`config.mk`:
```
export PLATFORM = sky130hd
export DESIGN_NAME = voxel_ray_traversal_top_flat
export DESIGN_NICKNAME = d
export VERILOG_FILES = /design/src/vrt_pkg.sv /design/src/vrt_if.sv /design/src/vrt_sqrt.sv /design/src/vrt_div.sv /design/src/voxel_ray_traversal_top.sv /design/src/flat_wrapper.sv
export SDC_FILE = /design/constraint.sdc
export NUM_CORES = 2
export LEC_CHECK = 0
export ABC_AREA = 1
export BUFFER_PORTS_ARGS = -buffer_cell sky130_fd_sc_hd__buf_4
export CAP_MARGIN = 20
export CORE_AREA = 2 2 336 504
export CTS_CLUSTER_SIZE = 20
export DETAILED_ROUTE_END_ITERATION = 12
export DIE_AREA = 0 0 338 506
export PLACE_DENSITY_LB_ADDON = 0.05
export SYNTH_ARGS = -nofsm -noshare
export SYNTH_HDL_FRONTEND = slang
export SYNTH_HIERARCHICAL = 1
export SYNTH_SLANG_ARGS = --single-unit
```
`constraint.sdc`:
```
create_clock -name clock -period 8.3 [get_ports clock]
set_input_delay 0.415 -clock clock [delete_from_list [all_inputs] [get_ports clock]]
set_output_delay 0.415 -clock clock [all_outputs]
set_load 0.01 [all_outputs]
```
`src/vrt_pkg.sv`:
```
// voxel ray traversal package: number formats, result codes, saturation helper
// no dependencies
`timescale 1ns / 1ps
`default_nettype none
package vrt_pkg;
   localparam int FRAC_BITS = 16;
   // dividend width of the shared divider: b * S with b up to 2^F and S 32 bits
   localparam int DIV_NUM_W = FRAC_BITS + 33;
   localparam int DIV_CNT_W = $clog2(DIV_NUM_W + 1);
   localparam int ORG_EXT_W = FRAC_BITS + 16;

   localparam logic [31:0] INF32 = 32'hFFFF_FFFF;
   localparam logic [23:0] MAX24 = 24'hFF_FFFF;

   localparam logic [1:0] KIND_PROBE = 2'd0;
   localparam logic [1:0] KIND_HIT   = 2'd1;
   localparam logic [1:0] KIND_MISS  = 2'd2;

   localparam logic [1:0] SIGN_NONE  = 2'd0;
   localparam logic [1:0] SIGN_PLUS  = 2'd1;
   localparam logic [1:0] SIGN_MINUS = 2'd3;

   localparam logic [2:0] FACE_NONE = 3'd0;

   function automatic logic [31:0] sat32(input logic [DIV_NUM_W-1:0] v);
      logic [31:0] r;
      if (v[DIV_NUM_W-1:32] != '0) r = INF32;
      else r = v[31:0];
      return r;
   endfunction
endpackage
`default_nettype wire

```
`src/vrt_if.sv`:
```
// request and response channel interfaces of the voxel ray traversal block
// depends on vrt_pkg only for the file order
`timescale 1ns / 1ps
`default_nettype none
interface vrt_req_if;
   logic               valid;
   logic               ready;
   logic               opcode;
   logic signed [31:0] origin_x;
   logic signed [31:0] origin_y;
   logic signed [31:0] origin_z;
   logic signed [15:0] dir_x;
   logic signed [15:0] dir_y;
   logic signed [15:0] dir_z;
   logic [23:0]        reach;
   logic [7:0]         probe_type;
   modport source (output valid, opcode, origin_x, origin_y, origin_z, dir_x, dir_y, dir_z,
                   reach, probe_type, input ready);
   modport sink (input valid, opcode, origin_x, origin_y, origin_z, dir_x, dir_y, dir_z,
                 reach, probe_type, output ready);
endinterface

interface vrt_rsp_if;
   logic               valid;
   logic               ready;
   logic [1:0]         kind;
   logic signed [15:0] cell_x;
   logic signed [15:0] cell_y;
   logic signed [15:0] cell_z;
   logic [2:0]         face;
   logic [23:0]        travel;
   logic [7:0]         hit_type;
   modport source (output valid, kind, cell_x, cell_y, cell_z, face, travel, hit_type,
                   input ready);
   modport sink (input valid, kind, cell_x, cell_y, cell_z, face, travel, hit_type,
                 output ready);
endinterface
`default_nettype wire

```
`src/vrt_sqrt.sv`:
```
// iterative integer square root, two radicand bits per cycle
// depends on vrt_pkg
`timescale 1ns / 1ps
`default_nettype none
module vrt_sqrt
   import vrt_pkg::*;
(
   input  wire logic        clock,
   input  wire logic        reset,
   input  wire logic        start,
   input  wire logic [63:0] radicand,
   output logic             done,
   output logic [31:0]      root
);
   logic [63:0] rad_ff;
   logic [33:0] rem_ff;
   logic [31:0] root_ff;
   logic [4:0]  cnt_ff;
   logic        busy_ff;
   logic        done_ff;

   logic [33:0] rem_sh;
   logic [33:0] trial;
   logic        fits;

   always_comb begin
      rem_sh = {rem_ff[31:0], rad_ff[63:62]};
      trial  = {root_ff, 2'b01};
      fits   = (rem_sh >= trial);
   end

   always_ff @(posedge clock) begin
      if (reset) begin
         busy_ff <= 1'b0;
         done_ff <= 1'b0;
         cnt_ff  <= '0;
      end else begin
         done_ff <= !start && busy_ff && (cnt_ff == 5'd31);
         if (start) begin
            busy_ff <= 1'b1;
            cnt_ff  <= '0;
            rad_ff  <= radicand;
            rem_ff  <= '0;
            root_ff <= '0;
         end else if (busy_ff) begin
            rad_ff <= {rad_ff[61:0], 2'b00};
            if (fits) begin
               rem_ff  <= rem_sh - trial;
               root_ff <= {root_ff[30:0], 1'b1};
            end else begin
               rem_ff  <= rem_sh;
               root_ff <= {root_ff[30:0], 1'b0};
            end
            cnt_ff <= cnt_ff + 5'd1;
            if (cnt_ff == 5'd31) begin
               busy_ff <= 1'b0;
            end
         end
      end
   end

   assign done = done_ff;
   assign root = root_ff;
endmodule
`default_nettype wire

```
`src/vrt_div.sv`:
```
// iterative restoring divider, one quotient bit per cycle
// depends on vrt_pkg for the dividend width
`timescale 1ns / 1ps
`default_nettype none
module vrt_div
   import vrt_pkg::*;
(
   input  wire logic                 clock,
   input  wire logic                 reset,
   input  wire logic                 start,
   input  wire logic [DIV_NUM_W-1:0] dividend,
   input  wire logic [31:0]          divisor,
   output logic                      done,
   output logic [DIV_NUM_W-1:0]      quotient
);
   logic [DIV_NUM_W-1:0] num_ff;
   logic [31:0]          den_ff;
   logic [31:0]          rem_ff;
   logic [DIV_CNT_W-1:0] cnt_ff;
   logic                 busy_ff;
   logic                 done_ff;

   logic [32:0] rem_sh;
   logic        fits;

   always_comb begin
      rem_sh = {rem_ff, num_ff[DIV_NUM_W-1]};
      fits   = (rem_sh >= {1'b0, den_ff});
   end

   always_ff @(posedge clock) begin
      if (reset) begin
         busy_ff <= 1'b0;
         done_ff <= 1'b0;
         cnt_ff  <= '0;
      end else begin
         done_ff <= !start && busy_ff && (cnt_ff == DIV_CNT_W'(1));
         if (start) begin
            busy_ff <= 1'b1;
            cnt_ff  <= DIV_CNT_W'(DIV_NUM_W);
            num_ff  <= dividend;
            den_ff  <= divisor;
            rem_ff  <= '0;
         end else if (busy_ff) begin
            // dividend bits shift out the top, quotient bits fill in below
            if (fits) begin
               rem_ff <= 32'(rem_sh - {1'b0, den_ff});
               num_ff <= {num_ff[DIV_NUM_W-2:0], 1'b1};
            end else begin
               rem_ff <= rem_sh[31:0];
               num_ff <= {num_ff[DIV_NUM_W-2:0], 1'b0};
            end
            cnt_ff <= cnt_ff - 1'b1;
            if (cnt_ff == DIV_CNT_W'(1)) begin
               busy_ff <= 1'b0;
            end
         end
      end
   end

   assign done     = done_ff;
   assign quotient = num_ff;
endmodule
`default_nettype wire

```
`src/voxel_ray_traversal_top.sv`:
```
// voxel ray traversal top: ray setup sequencer, dda step and result register
// depends on vrt_pkg, vrt_if, vrt_sqrt and vrt_div
`timescale 1ns / 1ps
`default_nettype none
// Walks a ray through a voxel grid one voxel per probe answer. A start beat
// is accepted, then runs length accumulation over the three axes on one
// multiplier, the square root and, per nonzero axis, one setup step and two
// divides on one shared divider (one step per zero axis), then one result
// load. An answer beat that steps is accepted, makes one compare-and-add step
// and ends in a result load; a hit answer goes from accept to the result load.
// The block takes no beat while it works on one; a result waits in an output
// register until the sink takes it.
module voxel_ray_traversal_top
   import vrt_pkg::*;
(
   input wire logic clock,
   input wire logic reset,
   vrt_req_if.sink  req_chan,
   vrt_rsp_if.source rsp_chan
);
   typedef enum logic [2:0] {
      ST_IDLE, ST_LEN, ST_SQRT, ST_AXIS, ST_CROSS, ST_BOUND, ST_STEP, ST_EMIT
   } state_type;

   state_type   state_ff;
   logic [1:0]  ax_ff;
   logic [15:0] cell_ff [3];
   logic [1:0]  sign_ff [3];
   logic [31:0] cross_ff [3];
   logic [31:0] bound_ff [3];
   logic [15:0] mag_ff [3];
   logic [FRAC_BITS-1:0] frac_ff [3];
   logic [2:0]  face_ff;
   logic [23:0] travel_ff;
   logic [23:0] reach_ff;
   logic        active_ff;
   logic        hit_ff;
   logic [7:0]  type_ff;
   logic [31:0] len2_ff;
   logic [31:0] root_ff;
   logic [DIV_NUM_W-1:0] prod_ff;

   logic                 sqrt_start_ff;
   logic                 div_start_ff;
   logic [DIV_NUM_W-1:0] div_num_ff;
   logic [31:0]          div_den_ff;

   logic        rsp_valid_ff;
   logic [1:0]  rsp_kind_ff;
   logic [15:0] rsp_cell_ff [3];
   logic [2:0]  rsp_face_ff;
   logic [23:0] rsp_travel_ff;
   logic [7:0]  rsp_type_ff;

   logic                 sqrt_done;
   logic [31:0]          sqrt_root;
   logic                 div_done;
   logic [DIV_NUM_W-1:0] div_quo;

   vrt_sqrt u_sqrt (
      .clock    (clock),
      .reset    (reset),
      .start    (sqrt_start_ff),
      .radicand ({len2_ff, 32'd0}),
      .done     (sqrt_done),
      .root     (sqrt_root)
   );

   vrt_div u_div (
      .clock    (clock),
      .reset    (reset),
      .start    (div_start_ff),
      .dividend (div_num_ff),
      .divisor  (div_den_ff),
      .done     (div_done),
      .quotient (div_quo)
   );

   // start beat decode
   logic [15:0] dir_in [3];
   logic [31:0] org_in [3];
   logic [ORG_EXT_W+15:0] org_ext [3];

   always_comb begin
      dir_in[0] = req_chan.dir_x;
      dir_in[1] = req_chan.dir_y;
      dir_in[2] = req_chan.dir_z;
      org_in[0] = req_chan.origin_x;
      org_in[1] = req_chan.origin_y;
      org_in[2] = req_chan.origin_z;
      for (int i = 0; i < 3; i++) begin
         org_ext[i] = {{(ORG_EXT_W - 16){org_in[i][31]}}, org_in[i]};
      end
   end

   // length accumulation and per axis setup arithmetic
   logic [31:0]          sq;
   logic [FRAC_BITS:0]   bdist;
   logic [DIV_NUM_W-1:0] bprod;
   logic                 ax_neg;

   always_comb begin
      sq     = mag_ff[ax_ff] * mag_ff[ax_ff];
      ax_neg = (sign_ff[ax_ff] == SIGN_MINUS);
      if (ax_neg) bdist = {1'b0, frac_ff[ax_ff]};
      else bdist = (FRAC_BITS+1)'(1 << FRAC_BITS) - {1'b0, frac_ff[ax_ff]};
      bprod  = DIV_NUM_W'(bdist) * DIV_NUM_W'(root_ff);
   end

   // dda step: smallest bound, ties to the later axis (z over y over x)
   logic [1:0]  sel;
   logic [31:0] sel_bound;
   logic [32:0] bound_sum;

   always_comb begin
      if (bound_ff[0] < bound_ff[1]) sel = (bound_ff[0] < bound_ff[2]) ? 2'd0 : 2'd2;
      else sel = (bound_ff[1] < bound_ff[2]) ? 2'd1 : 2'd2;
      sel_bound = bound_ff[sel];
      bound_sum = {1'b0, sel_bound} + {1'b0, cross_ff[sel]};
   end

   logic rsp_free;
   assign rsp_free = !rsp_valid_ff || rsp_chan.ready;

   always_ff @(posedge clock) begin
      if (reset) begin
         state_ff      <= ST_IDLE;
         ax_ff         <= '0;
         active_ff     <= 1'b0;
         hit_ff        <= 1'b0;
         sqrt_start_ff <= 1'b0;
         div_start_ff  <= 1'b0;
         rsp_valid_ff  <= 1'b0;
         face_ff       <= FACE_NONE;
         travel_ff     <= '0;
         reach_ff      <= '0;
         for (int i = 0; i < 3; i++) begin
            cell_ff[i]  <= '0;
            sign_ff[i]  <= SIGN_NONE;
            cross_ff[i] <= INF32;
            bound_ff[i] <= INF32;
         end
      end else begin
         sqrt_start_ff <= (state_ff == ST_LEN) && (ax_ff == 2'd2);
         div_start_ff  <= ((state_ff == ST_AXIS) && (mag_ff[ax_ff] != '0)) ||
                          ((state_ff == ST_CROSS) && div_done);
         if ((state_ff == ST_EMIT) && rsp_free) rsp_valid_ff <= 1'b1;
         else if (rsp_chan.ready) rsp_valid_ff <= 1'b0;
         case (state_ff)
            ST_IDLE: begin
               if (req_chan.valid) begin
                  if (!req_chan.opcode) begin
                     for (int i = 0; i < 3; i++) begin
                        cell_ff[i] <= org_ext[i][FRAC_BITS+15:FRAC_BITS];
                        frac_ff[i] <= org_in[i][FRAC_BITS-1:0];
                        mag_ff[i]  <= dir_in[i][15] ? 16'(~dir_in[i] + 16'd1) : dir_in[i];
                        sign_ff[i] <= (dir_in[i] == '0) ? SIGN_NONE :
                                      (dir_in[i][15] ? SIGN_MINUS : SIGN_PLUS);
                     end
                     face_ff   <= FACE_NONE;
                     travel_ff <= '0;
                     reach_ff  <= req_chan.reach;
                     active_ff <= 1'b1;
                     hit_ff    <= 1'b0;
                     len2_ff   <= '0;
                     ax_ff     <= '0;
                     state_ff  <= ST_LEN;
                  end else if (active_ff) begin
                     if (req_chan.probe_type != 8'd0) begin
                        hit_ff   <= 1'b1;
                        type_ff  <= req_chan.probe_type;
                        state_ff <= ST_EMIT;
                     end else begin
                        state_ff <= ST_STEP;
                     end
                  end
               end
            end
            ST_LEN: begin
               len2_ff <= len2_ff + sq;
               if (ax_ff == 2'd2) begin
                  ax_ff    <= '0;
                  state_ff <= ST_SQRT;
               end else begin
                  ax_ff <= ax_ff + 2'd1;
               end
            end
            ST_SQRT: begin
               if (sqrt_done) begin
                  root_ff  <= sqrt_root;
                  state_ff <= ST_AXIS;
               end
            end
            ST_AXIS: begin
               if (mag_ff[ax_ff] == '0) begin
                  cross_ff[ax_ff] <= INF32;
                  bound_ff[ax_ff] <= INF32;
                  ax_ff    <= ax_ff + 2'd1;
                  state_ff <= (ax_ff == 2'd2) ? ST_EMIT : ST_AXIS;
               end else begin
                  prod_ff    <= bprod;
                  div_num_ff <= DIV_NUM_W'({root_ff, {FRAC_BITS{1'b0}}});
                  div_den_ff <= {mag_ff[ax_ff], 16'd0};
                  state_ff   <= ST_CROSS;
               end
            end
            ST_CROSS: begin
               if (div_done) begin
                  cross_ff[ax_ff] <= sat32(div_quo);
                  div_num_ff      <= prod_ff;
                  state_ff        <= ST_BOUND;
               end
            end
            ST_BOUND: begin
               if (div_done) begin
                  bound_ff[ax_ff] <= sat32(div_quo);
                  ax_ff    <= ax_ff + 2'd1;
                  state_ff <= (ax_ff == 2'd2) ? ST_EMIT : ST_AXIS;
               end
            end
            ST_STEP: begin
               case (sign_ff[sel])
                  SIGN_PLUS: begin
                     cell_ff[sel] <= cell_ff[sel] + 16'd1;
                     face_ff      <= {sel, 1'b1};
                  end
                  SIGN_MINUS: begin
                     cell_ff[sel] <= cell_ff[sel] - 16'd1;
                     face_ff      <= {sel, 1'b0} + 3'd2;
                  end
                  default: face_ff <= FACE_NONE;
               endcase
               travel_ff     <= (sel_bound > {8'd0, MAX24}) ? MAX24 : sel_bound[23:0];
               bound_ff[sel] <= bound_sum[32] ? INF32 : bound_sum[31:0];
               state_ff      <= ST_EMIT;
            end
            ST_EMIT: begin
               if (rsp_free) begin
                  rsp_travel_ff <= travel_ff;
                  if (hit_ff) begin
                     rsp_kind_ff <= KIND_HIT;
                     rsp_cell_ff <= cell_ff;
                     rsp_face_ff <= face_ff;
                     rsp_type_ff <= type_ff;
                     active_ff   <= 1'b0;
                     hit_ff      <= 1'b0;
                  end else if (travel_ff < reach_ff) begin
                     rsp_kind_ff <= KIND_PROBE;
                     rsp_cell_ff <= cell_ff;
                     rsp_face_ff <= face_ff;
                     rsp_type_ff <= 8'd0;
                  end else begin
                     rsp_kind_ff <= KIND_MISS;
                     for (int i = 0; i < 3; i++) rsp_cell_ff[i] <= '0;
                     rsp_face_ff <= FACE_NONE;
                     rsp_type_ff <= 8'd0;
                     active_ff   <= 1'b0;
                  end
                  state_ff <= ST_IDLE;
               end
            end
            default: state_ff <= ST_IDLE;
         endcase
      end
   end

   assign req_chan.ready    = (state_ff == ST_IDLE);
   assign rsp_chan.valid    = rsp_valid_ff;
   assign rsp_chan.kind     = rsp_kind_ff;
   assign rsp_chan.cell_x   = rsp_cell_ff[0];
   assign rsp_chan.cell_y   = rsp_cell_ff[1];
   assign rsp_chan.cell_z   = rsp_cell_ff[2];
   assign rsp_chan.face     = rsp_face_ff;
   assign rsp_chan.travel   = rsp_travel_ff;
   assign rsp_chan.hit_type = rsp_type_ff;
endmodule
`default_nettype wire

```
`src/flat_wrapper.sv`:
```
// flat-port wrapper written by rule: the top's interface ports become plain ports
module voxel_ray_traversal_top_flat import vrt_pkg::*;
  (clock, reset, req_chan_valid, req_chan_opcode, req_chan_origin_x, req_chan_origin_y, req_chan_origin_z, req_chan_dir_x, req_chan_dir_y, req_chan_dir_z, req_chan_reach, req_chan_probe_type, req_chan_ready, rsp_chan_valid, rsp_chan_kind, rsp_chan_cell_x, rsp_chan_cell_y, rsp_chan_cell_z, rsp_chan_face, rsp_chan_travel, rsp_chan_hit_type, rsp_chan_ready);
  vrt_req_if req_chan_i ();
  vrt_rsp_if rsp_chan_i ();
  input wire logic clock;
  input wire logic reset;
  input wire logic [$bits(req_chan_i.valid)-1:0] req_chan_valid;
  input wire logic [$bits(req_chan_i.opcode)-1:0] req_chan_opcode;
  input wire logic [$bits(req_chan_i.origin_x)-1:0] req_chan_origin_x;
  input wire logic [$bits(req_chan_i.origin_y)-1:0] req_chan_origin_y;
  input wire logic [$bits(req_chan_i.origin_z)-1:0] req_chan_origin_z;
  input wire logic [$bits(req_chan_i.dir_x)-1:0] req_chan_dir_x;
  input wire logic [$bits(req_chan_i.dir_y)-1:0] req_chan_dir_y;
  input wire logic [$bits(req_chan_i.dir_z)-1:0] req_chan_dir_z;
  input wire logic [$bits(req_chan_i.reach)-1:0] req_chan_reach;
  input wire logic [$bits(req_chan_i.probe_type)-1:0] req_chan_probe_type;
  output wire logic [$bits(req_chan_i.ready)-1:0] req_chan_ready;
  output wire logic [$bits(rsp_chan_i.valid)-1:0] rsp_chan_valid;
  output wire logic [$bits(rsp_chan_i.kind)-1:0] rsp_chan_kind;
  output wire logic [$bits(rsp_chan_i.cell_x)-1:0] rsp_chan_cell_x;
  output wire logic [$bits(rsp_chan_i.cell_y)-1:0] rsp_chan_cell_y;
  output wire logic [$bits(rsp_chan_i.cell_z)-1:0] rsp_chan_cell_z;
  output wire logic [$bits(rsp_chan_i.face)-1:0] rsp_chan_face;
  output wire logic [$bits(rsp_chan_i.travel)-1:0] rsp_chan_travel;
  output wire logic [$bits(rsp_chan_i.hit_type)-1:0] rsp_chan_hit_type;
  input wire logic [$bits(rsp_chan_i.ready)-1:0] rsp_chan_ready;
  assign req_chan_i.valid = req_chan_valid;
  assign req_chan_i.opcode = req_chan_opcode;
  assign req_chan_i.origin_x = req_chan_origin_x;
  assign req_chan_i.origin_y = req_chan_origin_y;
  assign req_chan_i.origin_z = req_chan_origin_z;
  assign req_chan_i.dir_x = req_chan_dir_x;
  assign req_chan_i.dir_y = req_chan_dir_y;
  assign req_chan_i.dir_z = req_chan_dir_z;
  assign req_chan_i.reach = req_chan_reach;
  assign req_chan_i.probe_type = req_chan_probe_type;
  assign req_chan_ready = req_chan_i.ready;
  assign rsp_chan_valid = rsp_chan_i.valid;
  assign rsp_chan_kind = rsp_chan_i.kind;
  assign rsp_chan_cell_x = rsp_chan_i.cell_x;
  assign rsp_chan_cell_y = rsp_chan_i.cell_y;
  assign rsp_chan_cell_z = rsp_chan_i.cell_z;
  assign rsp_chan_face = rsp_chan_i.face;
  assign rsp_chan_travel = rsp_chan_i.travel;
  assign rsp_chan_hit_type = rsp_chan_i.hit_type;
  assign rsp_chan_i.ready = rsp_chan_ready;
  voxel_ray_traversal_top u_core (.clock(clock), .reset(reset), .req_chan(req_chan_i), .rsp_chan(rsp_chan_i));
endmodule
```
# Yosys cells after proc, flatten, opt, wreduce, memory -nomap -nowiden
# Memory sizes are Yosys's and may differ from the RTL's. A register that Yosys moved wholly into a read port is not among the register bits.
# Cells that the tools add are included.
[classes] n_addsub=14 multipliers=2 magnitude_cmp=9 n_eq_ne=26 n_mux=142 bitwise=12 reduce_logical=51
[ops] operator="$mux 32" count=19
[ops] operator="$mux 49" count=4
[ops] operator="$mux 48" count=4
[ops] operator="$pmux 48 s2" count=2
[ops] operator="$mux 64" count=2
[ops] operator="$pmux 49 s2" count=1
[ops] operator="$bwmux 48" count=2
[ops] operator="$lt 32x32->1" count=3
[ops] operator="$mux 16" count=6
[ops] operator="$reduce_or 32->1" count=3
[ops] operator="$mux 24" count=3
[ops] operator="$add 16x1->16 const B" count=4
[ops] operator="$logic_not 16->1" count=4
[ops] operator="$pmux 32 s2" count=1
[ops] operator="$sub 32x32->32" count=2
[ops] operator="$mux 2" count=27
[ops] operator="$mul 17x32->49" count=1
[ops] operator="$not 16->16" count=3
[ops] operator="$pmux 24 s2" count=1
[ops] operator="$mux 1" count=45
[ops] operator="$mux 3" count=14
[ops] operator="$ge 34x34->1" count=1
[ops] operator="$add 32x32->33" count=1
[ops] operator="$ge 33x32->1" count=1
[ops] operator="50 further kinds" count=102
[word_totals] register_bits=618 ram_bits=294 in_bits=181 mem_count=5
[mem_list] name="u_core.bound_ff" words=3 word_bits=32 rd=4 rd_clocked_by_memory_dff=0 wr=3 line_no="voxel_ray_traversal_top.sv:30" source="logic [31:0] bound_ff [3];"
[mem_list] name="u_core.cross_ff" words=3 word_bits=32 rd=1 rd_clocked_by_memory_dff=0 wr=3 line_no="voxel_ray_traversal_top.sv:29" source="logic [31:0] cross_ff [3];"
[mem_list] name="u_core.frac_ff" words=3 word_bits=16 rd=1 rd_clocked_by_memory_dff=1 wr=3 line_no="voxel_ray_traversal_top.sv:32" source="logic [FRAC_BITS-1:0] frac_ff [3];"
[mem_list] name="u_core.mag_ff" words=3 word_bits=16 rd=1 rd_clocked_by_memory_dff=1 wr=3 line_no="voxel_ray_traversal_top.sv:31" source="logic [15:0] mag_ff [3];"
[mem_list] name="u_core.sign_ff" words=3 word_bits=2 rd=2 rd_clocked_by_memory_dff=1 wr=3 line_no="voxel_ray_traversal_top.sv:28" source="logic [1:0] sign_ff [3];"

# Longest topological paths before layout
# An unclocked memory read counts as a cell.
[depth] depth_word=12 mapped_depth=44 ltp_nobuf=41

# Modules after synthesis
# Netlist, hierarchy kept.
[by_module_without_submodules] module="voxel_ray_traversal_top" instances=1 cells_each=6477 area_each_um2=58248.4
[by_module_without_submodules] module="vrt_sqrt" instances=1 cells_each=1148 area_each_um2=8491.9
[by_module_without_submodules] module="vrt_div" instances=1 cells_each=1059 area_each_um2=7846.3

# Worst setup path after synthesis
# No wires, ideal clock.
[synth_timing] path_type="reg2reg" startpoint="register with a tool-made name" endpoint="register u_core.prod_ff[45], data pin" setup_time_ns=0.262 t_arrival_ns=7.680 required_time_ns=8.038 slack_ns=0.358 stages_incl_launch_ff=40 n_path_buf=3 period_less_slack_ns=7.942 cell_sequence="dfxtp_1 -> inv_2 -> buf_6 -> buf_6 -> o21ai_4 -> ha_1 -> inv_1 -> nor3_2 -> inv_1 -> nor3_2 -> inv_1 -> nor3_2 -> inv_2 -> nor2_2 -> inv_2 -> o21ai_1 -> inv_1 -> or2_1 -> [... 4 more ...] -> fa_1 -> fa_1 -> fa_1 -> fa_1 -> inv_1 -> fa_1 -> inv_1 -> ha_1 -> nand2_1 -> nor2_1 -> nand2_1 -> o21ai_0 -> a21oi_1 -> o31ai_1 -> a21oi_1 -> o21ai_0 -> a21oi_1 -> xor2_1"
[synth_lines] element="to (signal assigned)" line_no="voxel_ray_traversal_top.sv:201" source="prod_ff <= bprod;"
[synth_lines] element="to (decl)" line_no="voxel_ray_traversal_top.sv:41" source="logic [DIV_NUM_W-1:0] prod_ff;"

==> flow_metrics.env <==
export IMPL_antenna_found_initial=9
export IMPL_dr_pass1_iters=5
export IMPL_hold_end="u_core/mag_ff[1][9]"
export IMPL_drv_cap=0
export IMPL_clk_path_buf_depth=3
export IMPL_cts_sinks=932
export IMPL_num_rows=184
export IMPL_syn_inst=8684
export IMPL_fin_area_sq_mm=0.08610
export IMPL_path_max_fanout=24
export IMPL_grt_pass1_wl_mm=360.8
export IMPL_synthesis_area_sq_mm=0.07459
export IMPL_synth_edf_count=806
export IMPL_synthArstFlopShare_pct=0
export IMPL_yosysMostFrequentCell="nand2_1"
export IMPL_grt_overflow=0
export IMPL_slowest_stage="fa_1"
export IMPL_routed_via_density=5.074
export IMPL_grt_pass1_vias=61765
export IMPL_clkTransAtPathRegs_ps=70
export IMPL_drc=0
export IMPL_htreeDepth=3
export IMPL_dp_hpwl_mm=189.3
export IMPL_reg2reg_depth=37
export IMPL_area_growth_pct=15.43
export IMPL_ys_seq_area_share_pct=35.83
export IMPL_hold_path_class="input pin to flop"
export IMPL_drive_gt1_share_pct=10.99
export IMPL_cts_tree="yes"
export IMPL_critPathLaunchType="flop"
export IMPL_place_area_sq_mm=0.08047
export IMPL_io_pins=268
export IMPL_tightest_slew_ps=1066
export IMPL_status="complete, no violations"
export IMPL_finClkSkew_ps=58.28
export IMPL_drt_antenna_violating_nets=0
export IMPL_setup_viol=0
export IMPL_die_h_um=506
export IMPL_place_gp_congestion=0.9300
export IMPL_syn_avg_cell_area_sq_um=8.589
export IMPL_hp_start="req_chan_dir_y[9]"
export IMPL_avgRoutedWirePerCell_um=20.55
export IMPL_r2r_setup_slack_ps=350
export IMPL_synth_cell_type_count=77
export IMPL_slew_violations=0
export IMPL_grt_max_degree=89
export IMPL_max_slew_margin_rel_pct=28.75
export IMPL_crit_required_ps=8810
export IMPL_hold_violations=0
export IMPL_layout_min_cycle_time_ps=7949
export IMPL_fin_nets=10552
export IMPL_die_area_sq_mm=0.1710
export IMPL_fmax_mhz=125.8
export IMPL_holdPathStages=2
export IMPL_grt_usage_pct=28.06
export IMPL_slowest_delay_ps=550
export IMPL_rsz0062_at_grt="true"
export IMPL_rr_endpoint="u_core/prod_ff[43]"
export IMPL_cts_buffers=99
export IMPL_fillers=16035
export IMPL_core_sq_mm=0.1669
export IMPL_yosys_warnings=6
export IMPL_fin_crit_sh_pct=95.77
export IMPL_critPathKind="flop to flop"
export IMPL_dieWidth_um=338
export IMPL_clk_latency_ps=770
export IMPL_synth_top_area_cell="edfxtp_1"
export IMPL_setup_ws_ps=351.0
export IMPL_drt_iter0_drc=3203
export IMPL_synthFlopType="edfxtp_1"
export IMPL_start_util_pct=44.69
export IMPL_end_kind="flop"
export IMPL_portBuffers=267
export IMPL_crit_arrival_ps=8460
export IMPL_ys_ff_latch=932
export IMPL_synth_top_area_share_pct=32.45
export IMPL_synthTopCellsByCount="2196 x nand2_1, 1648 x inv_1, 842 x nor2_1"
export IMPL_dp_slack_ps=-191.8
export IMPL_cts_root_buf="clkbuf_16"
export IMPL_synthTopCellsByArea="edfxtp_1 32%, fa_1 17%, nand2_1 11%, inv_1 8.3%, ha_1 7.5%"
export IMPL_routed_wl_mm=238.3
export IMPL_vias=58852
-- what timing repair did --
item                       4_1_cts  5_1_grt
pin swaps                        0       21
setup endpoints to repair       10       24
setup buffers                    0        7
hold endpoints to repair       168        0
hold buffers                   170        0
gates cloned                     0        1
gates resized for setup          7       61
-- cell families (layout without fill, tap and decap cells) --
group	after synthesis	in the layout	synth area share [%]
and+or+nand+nor	3598	3598	19.87
buffers and inverters	1982	2612	10.46
adders and majority gates	1094	1094	24.86
DFF	932	932	35.83
AOI/OAI and AO/OA	921	921	7.111
xor gates and xnor gates	156	156	1.852
other	1	54	0.005028
-- state kept, by name, indices dropped and copies added, names as in the netlist, 48 cells and up, named ones only --
name / cells
u_core/div_num_ff: 49
u_core/u_div/quotient: 49
u_core/prod_ff: 49
u_core/cell_ff: 48
u_core/mag_ff: 48
u_core/frac_ff: 48
u_core/bound_ff: 96
u_core/u_sqrt/rad_ff: 64
u_core/cross_ff: 96
-- through the flow --
stage	cells	util [%]	hold slack (ps)	TNS (ps)
after floorplan	8731	-	400.3	0
after global placement	11227	48.21	405.5	-139.9
after detailed placement	11227	48.21	406.3	-1047
after CTS	11582	51.34	2.606	0
after global routing	11595	51.58	37.97	-90.43
final	11599	51.58	48.50	0
-- final cells by class --
type / count / area, sq um / area share, %
clock inverters: 64 / 794.5 / 0.9228
diodes: 6 / 15.01 / 0.01744
well taps: 2232 / 2793 / 3.244
repair buffers: 727 / 6057 / 7.035
clock buffers: 121 / 2705 / 3.142
inverters: 1699 / 6401 / 7.435
multi-input cells: 5817 / 40590 / 47.15
flip-flops and latches: 932 / 26730 / 31.05
repair inverters: 1 / 5.005 / 0.005813
-- routing by layer --
layer | vias up | share of wire [%] | global-route usage, %
met3 | 473 | 3.9 | 2.864
met4 | 4 | 6.3 | 14.99
met5 | - | 0.013 | 0
met1 | 28744 | 36 | 29.86
li1 | 28278 | - | -
met2 | 1353 | 54 | 53.58
-- critical path, delay by kind of cell (launching register included) --
family	cells	cell delay (ps)
DFF	1	360
adders and majority gates	7	3490
and+or+nand+nor	7	1120
AOI/OAI and AO/OA	6	740
xor gates and xnor gates	1	100
buffers and inverters	16	1900
-- cells in the final DEF (no fill, tap or decap), types with 16 or more instances in the layout --
cell type      count
o21a_1            34
dlygate4sd3_1    170
inv_1           1640
edfxtp_1         806
nor4_1            18
o21ai_2           25
buf_4            541
nor2_2            48
o21ai_1           50
clkbuf_16        103
nand3_1          202
or2_2             44
o21ai_0          229
nor2_1           829
o22ai_1           25
conb_1            48
xor2_1           108
nand2_2           29
and2_1            20
nand4_1           31
nor3_1            73
ha_1             441
dfxtp_1          123
clkinv_1          19
inv_2             41
a31oi_1           53
a21oi_1          367
fa_1             647
nand3b_1          40
xnor2_1           46
o221a_2           16
nand2_1         2192
o211ai_1          25
-- worst max path at each step --
stage	start	endpoint	slack, ps
floorplan	flop	u_core/prod_ff[45]	360
global placement	flop	u_core/prod_ff[46]	-90
detailed placement	flop	u_core/prod_ff[46]	-190
CTS	flop	u_core/prod_ff[47]	20
global route	flop	u_core/prod_ff[47]	-50
finish	flop	u_core/prod_ff[43]	350
Power is not shown: default switching activity piles up to over one toggle a cycle in this logic, so the estimate is an artifact.
